**config.mk**
```make
export PLATFORM = sky130hd
export DESIGN_NAME = master_gain_clip_peak_meter_unit
export DESIGN_NICKNAME = d
export VERILOG_FILES = /design/src/sv/mgcp_pkg.sv /design/src/sv/master_gain_clip_peak_meter_unit.sv /design/src/sv/mgcp_div.sv
export VERILOG_INCLUDE_DIRS = /design/src /design/src/sv
export SDC_FILE = /design/constraint.sdc
export NUM_CORES = 1
export LEC_CHECK = 0
export CAP_MARGIN = 25
export CORE_MARGIN = 2
export CORE_UTILIZATION = 50
export CTS_BUF_LIST = sky130_fd_sc_hd__clkbuf_8
export DETAILED_ROUTE_END_ITERATION = 8
export DONT_BUFFER_PORTS = 1
export SLEW_MARGIN = 5
export SYNTH_ARGS = -nofsm -noshare
export SYNTH_HDL_FRONTEND = slang
export SYNTH_SLANG_ARGS = --single-unit
```
**constraint.sdc**
```tcl
create_clock -name clock -period 20.2 [get_ports clock]
set_input_delay 1.01 -clock clock [delete_from_list [all_inputs] [get_ports clock]]
set_output_delay 1.01 -clock clock [all_outputs]
set_load 0.1 [all_outputs]
```
**src/sv/master_gain_clip_peak_meter_unit_assert.svh**
```systemverilog
// ----------------------------------------------------------------------------
// Assertion macros for the master gain, clip and peak meter unit
// Immediate-implication and next-cycle checks on a synchronous reset domain.
// ----------------------------------------------------------------------------
`ifndef MASTER_GAIN_CLIP_PEAK_METER_UNIT_ASSERT_SVH
`define MASTER_GAIN_CLIP_PEAK_METER_UNIT_ASSERT_SVH

// check cons in the same cycle as ante
`define MGCP_CHECK(label, clk, rst, ante, cons, msg) \
   label: assert property (@(posedge clk) disable iff (rst) (ante) |-> (cons)) \
      else $error(msg);

// check cons in the cycle after ante
`define MGCP_CHECK_NEXT(label, clk, rst, ante, cons, msg) \
   label: assert property (@(posedge clk) disable iff (rst) (ante) |=> (cons)) \
      else $error(msg);

`endif

```
**src/sv/mgcp_pkg.sv**
```systemverilog
// ----------------------------------------------------------------------------
// Master gain, clip and peak meter package
// Widths, request codes and payload types shared by the unit and its divider.
// ----------------------------------------------------------------------------
package mgcp_pkg;

   localparam int SAMPLE_BITS = 24;
   localparam int PEAK_W      = SAMPLE_BITS - 1;
   localparam int PROD_W      = SAMPLE_BITS + 8;
   localparam int RND_W       = SAMPLE_BITS + 1;
   localparam int DEN_W       = SAMPLE_BITS + 9;
   localparam int DIV_W       = SAMPLE_BITS + 17;
   localparam int GAIN_W      = 9;
   localparam int VOL_W       = 8;
   localparam int OVR_W       = 15;
   localparam int CNT_W       = 4;

   localparam logic [1:0] KIND_SAMPLE = 2'd0;
   localparam logic [1:0] KIND_VOLUME = 2'd1;
   localparam logic [1:0] KIND_START  = 2'd2;
   localparam logic [1:0] KIND_END    = 2'd3;

   localparam logic [GAIN_W-1:0] GAIN_UNITY = 9'd256;
   localparam logic [OVR_W-1:0]  FULL_SCALE = 15'd32767;
   localparam logic [PROD_W-1:0] FULL_Q8    = PROD_W'(32767 * 256);
   localparam logic [DIV_W-1:0]  NUM_SCALE  = DIV_W'(2 * 32767 * 256);
   localparam logic [PEAK_W-1:0] PEAK_MAX   = {PEAK_W{1'b1}};
   localparam logic [CNT_W-1:0]  DIV_STEPS  = CNT_W'(GAIN_W);

   typedef struct packed {
      logic [1:0]                    kind;
      logic signed [SAMPLE_BITS-1:0] left_in;
      logic signed [SAMPLE_BITS-1:0] right_in;
      logic [VOL_W-1:0]              new_volume;
      logic                          meter_was_read;
   } req_type;

   typedef struct packed {
      logic signed [SAMPLE_BITS-1:0] left_out;
      logic signed [SAMPLE_BITS-1:0] right_out;
      logic [PEAK_W-1:0]             peak_left_out;
      logic [PEAK_W-1:0]             peak_right_out;
      logic [OVR_W-1:0]              overall_peak_out;
      logic                          clipped;
      logic [GAIN_W-1:0]             gain_now;
   } rsp_type;

   typedef struct packed {
      logic busy;
      logic done;
   } div_stat_type;

endpackage

```
**src/sv/master_gain_clip_peak_meter_unit.sv**
```systemverilog
// ----------------------------------------------------------------------------
// Master gain, clip and peak meter unit
// Scales stereo pairs by a Q8 gain and tracks peaks; with decrease_on_clip set it clips and lowers the gain.
//
//   port group  direction  handshake            carries
//   req_        in         req_valid/req_stall  sample pair or block command
//   rsp_        out        rsp_valid/rsp_stall  samples, peaks, clip, gain
//   csr_        in         csr_write_en         decrease_on_clip
//
// A sample pair passes ST_MUL and ST_EVAL for each channel, then ST_OUT; a channel
// that clips with decrease_on_clip set also waits in ST_DIV (9-step divider).
// Volume and block requests go from ST_IDLE straight to ST_OUT. One request is in
// flight at a time; req_stall stays high until the response is taken. rsp_stall
// holds the response. Synchronous reset restores unity gain and resets the meter.
// ----------------------------------------------------------------------------
`include "master_gain_clip_peak_meter_unit_assert.svh"

module master_gain_clip_peak_meter_unit (
   input  logic              clock,
   input  logic              reset,
   input  logic              req_valid,
   output logic              req_stall,
   input  mgcp_pkg::req_type req_data,
   output logic              rsp_valid,
   input  logic              rsp_stall,
   output mgcp_pkg::rsp_type rsp_data,
   input  logic              csr_write_en,
   input  logic              csr_write_data
);
   import mgcp_pkg::*;

   typedef enum logic [4:0] {
      ST_IDLE = 5'b00001,
      ST_MUL  = 5'b00010,
      ST_EVAL = 5'b00100,
      ST_DIV  = 5'b01000,
      ST_OUT  = 5'b10000
   } state_type;

   state_type               state_ff, state_in;
   req_type                 req_ff, req_in;
   logic                    chan_ff, chan_in;
   logic                    neg_ff, neg_in;
   logic [PROD_W-1:0]       prod_ff, prod_in;
   logic [GAIN_W-1:0]       gain_ff, gain_in;
   logic [PEAK_W-1:0]       peak_l_ff, peak_l_in;
   logic [PEAK_W-1:0]       peak_r_ff, peak_r_in;
   logic [OVR_W-1:0]        overall_ff, overall_in;
   logic                    clip_ff, clip_in;
   logic                    dec_ff;
   logic [SAMPLE_BITS-1:0]  lo_ff, lo_in;
   logic [SAMPLE_BITS-1:0]  ro_ff, ro_in;

   logic [SAMPLE_BITS-1:0]  sample_sel;
   logic [SAMPLE_BITS-1:0]  mag;
   logic [PROD_W-1:0]       mul_w;
   logic [PROD_W:0]         rnd_sum;
   logic [RND_W-1:0]        rnd;
   logic [PEAK_W-1:0]       pk;
   logic [PEAK_W-1:0]       cur_peak;
   logic                    over;
   logic [RND_W-1:0]        outmag;
   logic [RND_W-1:0]        negmag;
   logic [SAMPLE_BITS-1:0]  outval;
   logic [PEAK_W-1:0]       end_l, end_r;
   logic                    big_l, big_r;
   logic [OVR_W-1:0]        ovr_mid, ovr_end;

   logic                    div_start;
   logic [DIV_W-1:0]        div_num;
   logic [DEN_W-1:0]        div_den;
   div_stat_type            div_stat;
   logic [GAIN_W-1:0]       div_quot;

   logic                    req_take;
   logic                    end_out;
   logic                    end_ok;

   mgcp_div u_div (
      .clock (clock),
      .reset (reset),
      .start (div_start),
      .num   (div_num),
      .den   (div_den),
      .stat  (div_stat),
      .quot  (div_quot)
   );

   // channel datapath
   assign sample_sel = chan_ff ? req_ff.right_in : req_ff.left_in;
   assign mag        = sample_sel[SAMPLE_BITS-1] ? (~sample_sel + 1'b1) : sample_sel;
   assign mul_w      = PROD_W'(mag) * PROD_W'(gain_ff);
   assign rnd_sum    = {1'b0, prod_ff} + (PROD_W + 1)'(128);
   assign rnd        = rnd_sum[PROD_W:8];
   assign pk         = (rnd > RND_W'(PEAK_MAX)) ? PEAK_MAX : rnd[PEAK_W-1:0];
   assign cur_peak   = chan_ff ? peak_r_ff : peak_l_ff;
   assign over       = dec_ff && (prod_ff > FULL_Q8);
   assign outmag     = over ? RND_W'(FULL_SCALE) : rnd;
   assign negmag     = ~outmag + 1'b1;
   assign outval     = neg_ff ? negmag[SAMPLE_BITS-1:0] : outmag[SAMPLE_BITS-1:0];
   assign div_num    = DIV_W'(gain_ff) * NUM_SCALE + DIV_W'(prod_ff);
   assign div_den    = {prod_ff, 1'b0};

   // block end clamp
   assign big_l   = peak_l_ff > PEAK_W'(FULL_SCALE);
   assign big_r   = peak_r_ff > PEAK_W'(FULL_SCALE);
   assign end_l   = big_l ? PEAK_W'(FULL_SCALE) :
                    (peak_l_ff == '0) ? PEAK_W'(1) : peak_l_ff;
   assign end_r   = big_r ? PEAK_W'(FULL_SCALE) :
                    (peak_r_ff == '0) ? PEAK_W'(1) : peak_r_ff;
   assign ovr_mid = (end_l[OVR_W-1:0] > overall_ff) ? end_l[OVR_W-1:0] : overall_ff;
   assign ovr_end = (end_r[OVR_W-1:0] > ovr_mid) ? end_r[OVR_W-1:0] : ovr_mid;

   always_comb begin
      state_in   = state_ff;
      req_in     = req_ff;
      chan_in    = chan_ff;
      neg_in     = neg_ff;
      prod_in    = prod_ff;
      gain_in    = gain_ff;
      peak_l_in  = peak_l_ff;
      peak_r_in  = peak_r_ff;
      overall_in = overall_ff;
      clip_in    = clip_ff;
      lo_in      = lo_ff;
      ro_in      = ro_ff;
      div_start  = 1'b0;
      case (state_ff)
         ST_IDLE: begin
            if (req_valid) begin
               req_in  = req_data;
               chan_in = 1'b0;
               lo_in   = '0;
               ro_in   = '0;
               state_in = ST_OUT;
               case (req_data.kind)
                  KIND_SAMPLE: begin
                     state_in = ST_MUL;
                  end
                  KIND_VOLUME: begin
                     gain_in = GAIN_W'(req_data.new_volume);
                  end
                  KIND_START: begin
                     if (req_data.meter_was_read) begin
                        peak_l_in = peak_l_ff >> 1;
                        peak_r_in = peak_r_ff >> 1;
                     end
                  end
                  KIND_END: begin
                     peak_l_in  = end_l;
                     peak_r_in  = end_r;
                     clip_in    = clip_ff | big_l | big_r;
                     overall_in = ovr_end;
                  end
                  default: begin
                     state_in = ST_OUT;
                  end
               endcase
            end
         end
         ST_MUL: begin
            prod_in  = mul_w;
            neg_in   = sample_sel[SAMPLE_BITS-1];
            state_in = ST_EVAL;
         end
         ST_EVAL: begin
            if (pk > cur_peak) begin
               if (chan_ff) begin
                  peak_r_in = pk;
               end else begin
                  peak_l_in = pk;
               end
            end
            if (chan_ff) begin
               ro_in = outval;
            end else begin
               lo_in = outval;
            end
            if (over) begin
               div_start = 1'b1;
               state_in  = ST_DIV;
            end else if (!chan_ff) begin
               chan_in  = 1'b1;
               state_in = ST_MUL;
            end else begin
               state_in = ST_OUT;
            end
         end
         ST_DIV: begin
            if (div_stat.done) begin
               gain_in = div_quot;
               if (!chan_ff) begin
                  chan_in  = 1'b1;
                  state_in = ST_MUL;
               end else begin
                  state_in = ST_OUT;
               end
            end
         end
         ST_OUT: begin
            if (!rsp_stall) begin
               state_in = ST_IDLE;
            end
         end
         default: begin
            state_in = ST_IDLE;
         end
      endcase
   end

   always_ff @(posedge clock) begin
      req_ff  <= req_in;
      chan_ff <= chan_in;
      neg_ff  <= neg_in;
      prod_ff <= prod_in;
      lo_ff   <= lo_in;
      ro_ff   <= ro_in;
      if (reset) begin
         state_ff   <= ST_IDLE;
         gain_ff    <= GAIN_UNITY;
         peak_l_ff  <= PEAK_W'(1);
         peak_r_ff  <= PEAK_W'(1);
         overall_ff <= '0;
         clip_ff    <= 1'b0;
         dec_ff     <= 1'b0;
      end else begin
         state_ff   <= state_in;
         gain_ff    <= gain_in;
         peak_l_ff  <= peak_l_in;
         peak_r_ff  <= peak_r_in;
         overall_ff <= overall_in;
         clip_ff    <= clip_in;
         if (csr_write_en) begin
            dec_ff <= csr_write_data;
         end
      end
   end

   assign req_stall = state_ff != ST_IDLE;
   assign rsp_valid = state_ff == ST_OUT;

   assign rsp_data.left_out         = lo_ff;
   assign rsp_data.right_out        = ro_ff;
   assign rsp_data.peak_left_out    = peak_l_ff;
   assign rsp_data.peak_right_out   = peak_r_ff;
   assign rsp_data.overall_peak_out = overall_ff;
   assign rsp_data.clipped          = clip_ff;
   assign rsp_data.gain_now         = gain_ff;

   assign req_take = req_valid && !req_stall;
   assign end_out  = (state_ff == ST_OUT) && (req_ff.kind == KIND_END);
   assign end_ok   = (peak_l_ff != '0) && (peak_r_ff != '0) &&
                     (peak_l_ff <= PEAK_W'(FULL_SCALE)) && (peak_r_ff <= PEAK_W'(FULL_SCALE));

   `MGCP_CHECK(a_gain_range, clock, reset, 1'b1, gain_ff <= GAIN_UNITY, "gain above unity")
   `MGCP_CHECK(a_div_no_raise, clock, reset, div_stat.done, div_quot <= gain_ff, "clip raised gain")
   `MGCP_CHECK(a_div_in_div, clock, reset, div_stat.busy, state_ff == ST_DIV, "stray divide")
   `MGCP_CHECK_NEXT(a_busy_after_req, clock, reset, req_take, req_stall, "request not held busy")
   `MGCP_CHECK(a_end_clamp, clock, reset, end_out, end_ok, "block end peak out of range")

endmodule

```
**src/sv/mgcp_div.sv**
```systemverilog
// ----------------------------------------------------------------------------
// Gain reduction divider
// Restoring divider, one quotient bit per cycle, for a quotient of GAIN_W bits.
// ----------------------------------------------------------------------------
module mgcp_div (
   input  logic                         clock,
   input  logic                         reset,
   input  logic                         start,
   input  logic [mgcp_pkg::DIV_W-1:0]   num,
   input  logic [mgcp_pkg::DEN_W-1:0]   den,
   output mgcp_pkg::div_stat_type       stat,
   output logic [mgcp_pkg::GAIN_W-1:0]  quot
);
   import mgcp_pkg::*;

   logic [DIV_W-1:0]  rem_ff, rem_in;
   logic [DIV_W-1:0]  dsh_ff, dsh_in;
   logic [GAIN_W-1:0] q_ff, q_in;
   logic [CNT_W-1:0]  cnt_ff, cnt_in;
   logic              busy_ff, busy_in;
   logic              done_ff, done_in;
   logic              fits;

   assign fits = rem_ff >= dsh_ff;

   always_comb begin
      rem_in  = rem_ff;
      dsh_in  = dsh_ff;
      q_in    = q_ff;
      cnt_in  = cnt_ff;
      busy_in = busy_ff;
      done_in = 1'b0;
      if (start) begin
         rem_in  = num;
         dsh_in  = DIV_W'(den) << (GAIN_W - 1);
         q_in    = '0;
         cnt_in  = DIV_STEPS;
         busy_in = 1'b1;
      end else if (busy_ff) begin
         if (fits) begin
            rem_in = rem_ff - dsh_ff;
         end
         q_in    = {q_ff[GAIN_W-2:0], fits};
         dsh_in  = dsh_ff >> 1;
         cnt_in  = cnt_ff - 1'b1;
         busy_in = cnt_ff != CNT_W'(1);
         done_in = cnt_ff == CNT_W'(1);
      end
   end

   always_ff @(posedge clock) begin
      rem_ff <= rem_in;
      dsh_ff <= dsh_in;
      q_ff   <= q_in;
      if (reset) begin
         cnt_ff  <= '0;
         busy_ff <= 1'b0;
         done_ff <= 1'b0;
      end else begin
         cnt_ff  <= cnt_in;
         busy_ff <= busy_in;
         done_ff <= done_in;
      end
   end

   assign stat.busy = busy_ff;
   assign stat.done = done_ff;
   assign quot      = q_ff;

endmodule

```
==> metrics.md <==
| Metric | Value |
|---|---|
| WS Path Type | `reg -> reg` |
| Distinct cells, synth | `91` |
| Clock share of power | `0.140` |
| CP startpoint kind | `flip-flop` |
| Cell-internal power | `about 2400 uW` |
| Seq cells post-synth | `roughly 300` |
| Hold_buf cts | `0` |
| Largest net degree at the start of global routing | `84` |
| Leakage | `approximately 0.013 uW` |
| Share of the yosys chip area belonging to registers | `0.290` |
| Max Root-Sink Buffers | `3` |
| Sum of negative setup slack | `0 ns` |
| Filler instances | `~5,000` |
| Initial antenna violation count | `0` |
| Gr usage total | `0.274` |
| Router iterations before antenna repair | `5` |
| Net Switching | `about 2500 uW` |
| Num CTS Buffers | `54` |
| Crit-path slowest cell | `fa_1` |
| Yosys top cell by area | `edfxtp_1` |
| Mapped cell area | `about 28,000 um^2` |
| PostCTS Resize Cnt | `0` |
| Global route total overflow | `0` |
| Number of vias per cell | `5.82` |
| Die ar. | `just under 60,000 um^2` |
| WP data arrival | `about 8.6 ns` |
| Initial Util | `0.506` |
| Most common cell after layout, fill and taps aside | `inv_1` |
| Crit end category | `flip-flop` |
| Yosys warning count | `0` |
| DRC viols | `0` |
| Avg Cell Area, Syn | `~9.1 um^2` |
| Reg clk slew, reported paths | `roughly 0.070 ns` |
| Comb power frac | `0.632` |
| P&R area growth vs syn | `9.41%` |
| Antenna-violating nets left | `0` |
| Clock Skews | `between 0.07 and 0.08 ns` |
| Ports | `186` |
| Worst rel slew slack | `0.255` |
| CP top delay family | `adder cells` |
| Vias in the first global route | `roughly 22,000` |
| Area taken by flip-flops and latches | `around 8100 um^2` |
| DR WL/cell | `between 20 and 25 um` |
| Status | `completed` |
| Sequential Power Share | `0.228` |
| DRT iter0 DRCs | `between 1,500 and 2,000` |
| Worst hold slack | `between 0.4 and 0.5 ns` |
| RSZ-0062 raised after global routing | `no` |
| Final RePlAce weighted congestion | `just over 0.9` |
| Post-synth ARST share | `0` |
| Vias after detailed routing | `22,700` |
| Largest stage delay, worst path | `between 0.5 and 0.6 ns` |
| Max-slew violations | `0` |
| Most frequent cells in the layout | `inv_1 (363), nand2_1 (328), nor2_1 (231), ha_1 (221), a21oi_1 (212)` |
| Core box area | `between 50,000 and 60,000 um^2` |
| Root Buffer | `clkbuf_8` |
| Row cnt | `86` |
| Fin crit share | `0.409` |
| Post-synth top flop | `edfxtp_1` |
| Worst IR Drop VDD | `0.108 mV` |
| Layout cells sized above 1 | `0.0871` |
| DPL Wire Length | `60,300 um` |
| Tmin final | `around 8.3 ns` |
| Final Hold Fails | `0` |
| Footprint of the multi-input gates | `18,000 um^2` |
| Final nets | `3,584` |
| Hold Path Class | `in -> reg` |
| Number of diodes | `0` |
| CTS Sinks | `304` |
| Die Y | `240 um` |
| First-pass GRT wire length | `124,000 um` |
| Count of final setup violators | `0` |
| Max Clk Rate | `roughly 0.12 GHz` |
| WL final | `between 70,000 and 80,000 um` |
| CTS tree | `yes` |
| Worst-path fanout max | `44` |
| Req. time, crit path | `between 20 and 25 ns` |
| Die X | `around 240 um` |
| Top cell type's share of synthesized area | `0.218` |
| Top cells by area, synth | `edfxtp_1 (22%), fa_1 (13%), ha_1 (9.9%)` |
| Crit path buf inv count | `6` |
| Max cap viols | `0` |
| H-tree levels | `2` |
| Worst skew pair latency | `0.69 ns` |
| PD cells | `approximately 160 nW/um^2` |
| Switch share | `0.512` |
| Syn_nets | `roughly 3,600` |
| Mapped Cells | `between 3,000 and 4,000` |
| Port Buf Inserts | `0` |
| Number of synthesized flops with an enable pin | `around 200` |
| Slew @ Worst Pin | `approximately 1.1 ns` |
| Post-CTS Setup Repair Bufs | `0` |
-- final timing paths --
kind,start,to,slack (ns),cells after the start
worst max-delay path,chan_ff$_DFFE_PP_,prod_ff[31]$_DFFE_PP_,11.95,27
worst min-delay path,reset,overall_ff[14]$_SDFFE_PP0P_,0.40,1
worst max register to register,chan_ff$_DFFE_PP_,prod_ff[31]$_DFFE_PP_,11.95,27
worst min register to register,u_div.quot[3]$_SDFFE_PP0P_,u_div.quot[4]$_SDFFE_PP0P_,0.50,2
-- power groups by stage --
stage / sequential, uW / combinational [uW] / clock [uW]
finish: 1100 / 3050 / 676
global route: 1110 / 3410 / 714
CTS: 1110 / 3020 / 691
detailed placement: 1120 / 3010 / 0
global placement: 1120 / 2950 / 0
floorplan: 1200 / 2210 / 0
-- cell usage after synthesis, drive strengths merged, types with 18 or more instances --
library cell and number:
inv 349, nand2 330, nor2 233, ha 221
a21oi 213, edfxtp 203, fa 188, and2 124
o21ai 123, dfxtp 101, clkbuf 96, mux2i 92
xnor2 90, nand3 70, a211oi 69, xor2 63
a21o 55, nor3 47, buf 34, o21a 31
mux2 28, nand2b 28, nand4 28, and3 22
nor2b 21, nor4 20, or2 19, o21bai 18
-- cells by family (layout without fill, tap and decap cells) --
| group | after synthesis | in the layout | share of synthesized area |
|---|---|---|---|
| AOI/OAI and AO/OA | 633 | 633 | 0.145 |
| xor gates and xnor gates | 153 | 153 | 0.0495 |
| adders and majority gates | 409 | 409 | 0.234 |
| buffers and inverters | 480 | 551 | 0.0662 |
| DFF | 304 | 304 | 0.290 |
| muxes | 120 | 120 | 0.0442 |
| and+or+nand+nor | 986 | 986 | 0.171 |
-- area by class of cell --
class                           count  share of cell area
Clock buffer                       63              0.0283
Clock inverter                     39              0.0129
Inverter                          350              0.0430
Multi-Input combinational cell   2301               0.590
Sequential cell                   304               0.266
Tap cell                          748              0.0306
Timing Repair Buffer               99              0.0295
-- registers in the layout, summed over array words and instances, names as in the netlist, 15 cells and up --
signal        flops
lo_ff            24
overall_ff       15
peak_l_ff        23
peak_r_ff        23
prod_ff          32
req_ff           48
ro_ff            24
u_div.dsh_ff     41
u_div.rem_ff     41
-- metrics by stage --
| stage | setup WS, ns | instances | utilization | cell area [um^2] | total power, uW |
|---|---|---|---|---|---|
| 3_3_place_gp | 12.05 | 3786 | 0.527 | 29100 | 4080 |
| 4_1_cts | 11.95 | 3892 | 0.551 | 30400 | 4830 |
| 5_1_grt | 11.37 | 3904 | 0.554 | 30600 | 5230 |
| 3_5_place_dp | 12.00 | 3790 | 0.528 | 29100 | 4130 |
| 6_report | 11.95 | 3904 | 0.554 | 30600 | 4830 |
| 2_1_floorplan | 12.66 | 3085 | - | 28000 | 3400 |
-- routing by layer --
metal / vias to the layer above / share of wire / GRT usage
li1: 10700 / - / -
met1: 11100 / 0.45 / 0.383
met2: 828 / 0.46 / 0.438
met3: 164 / 0.063 / 0.0383
met4: 0 / 0.031 / 0.0871
met5: - / 0 / 0
Power figures use the tool's default switching activity.
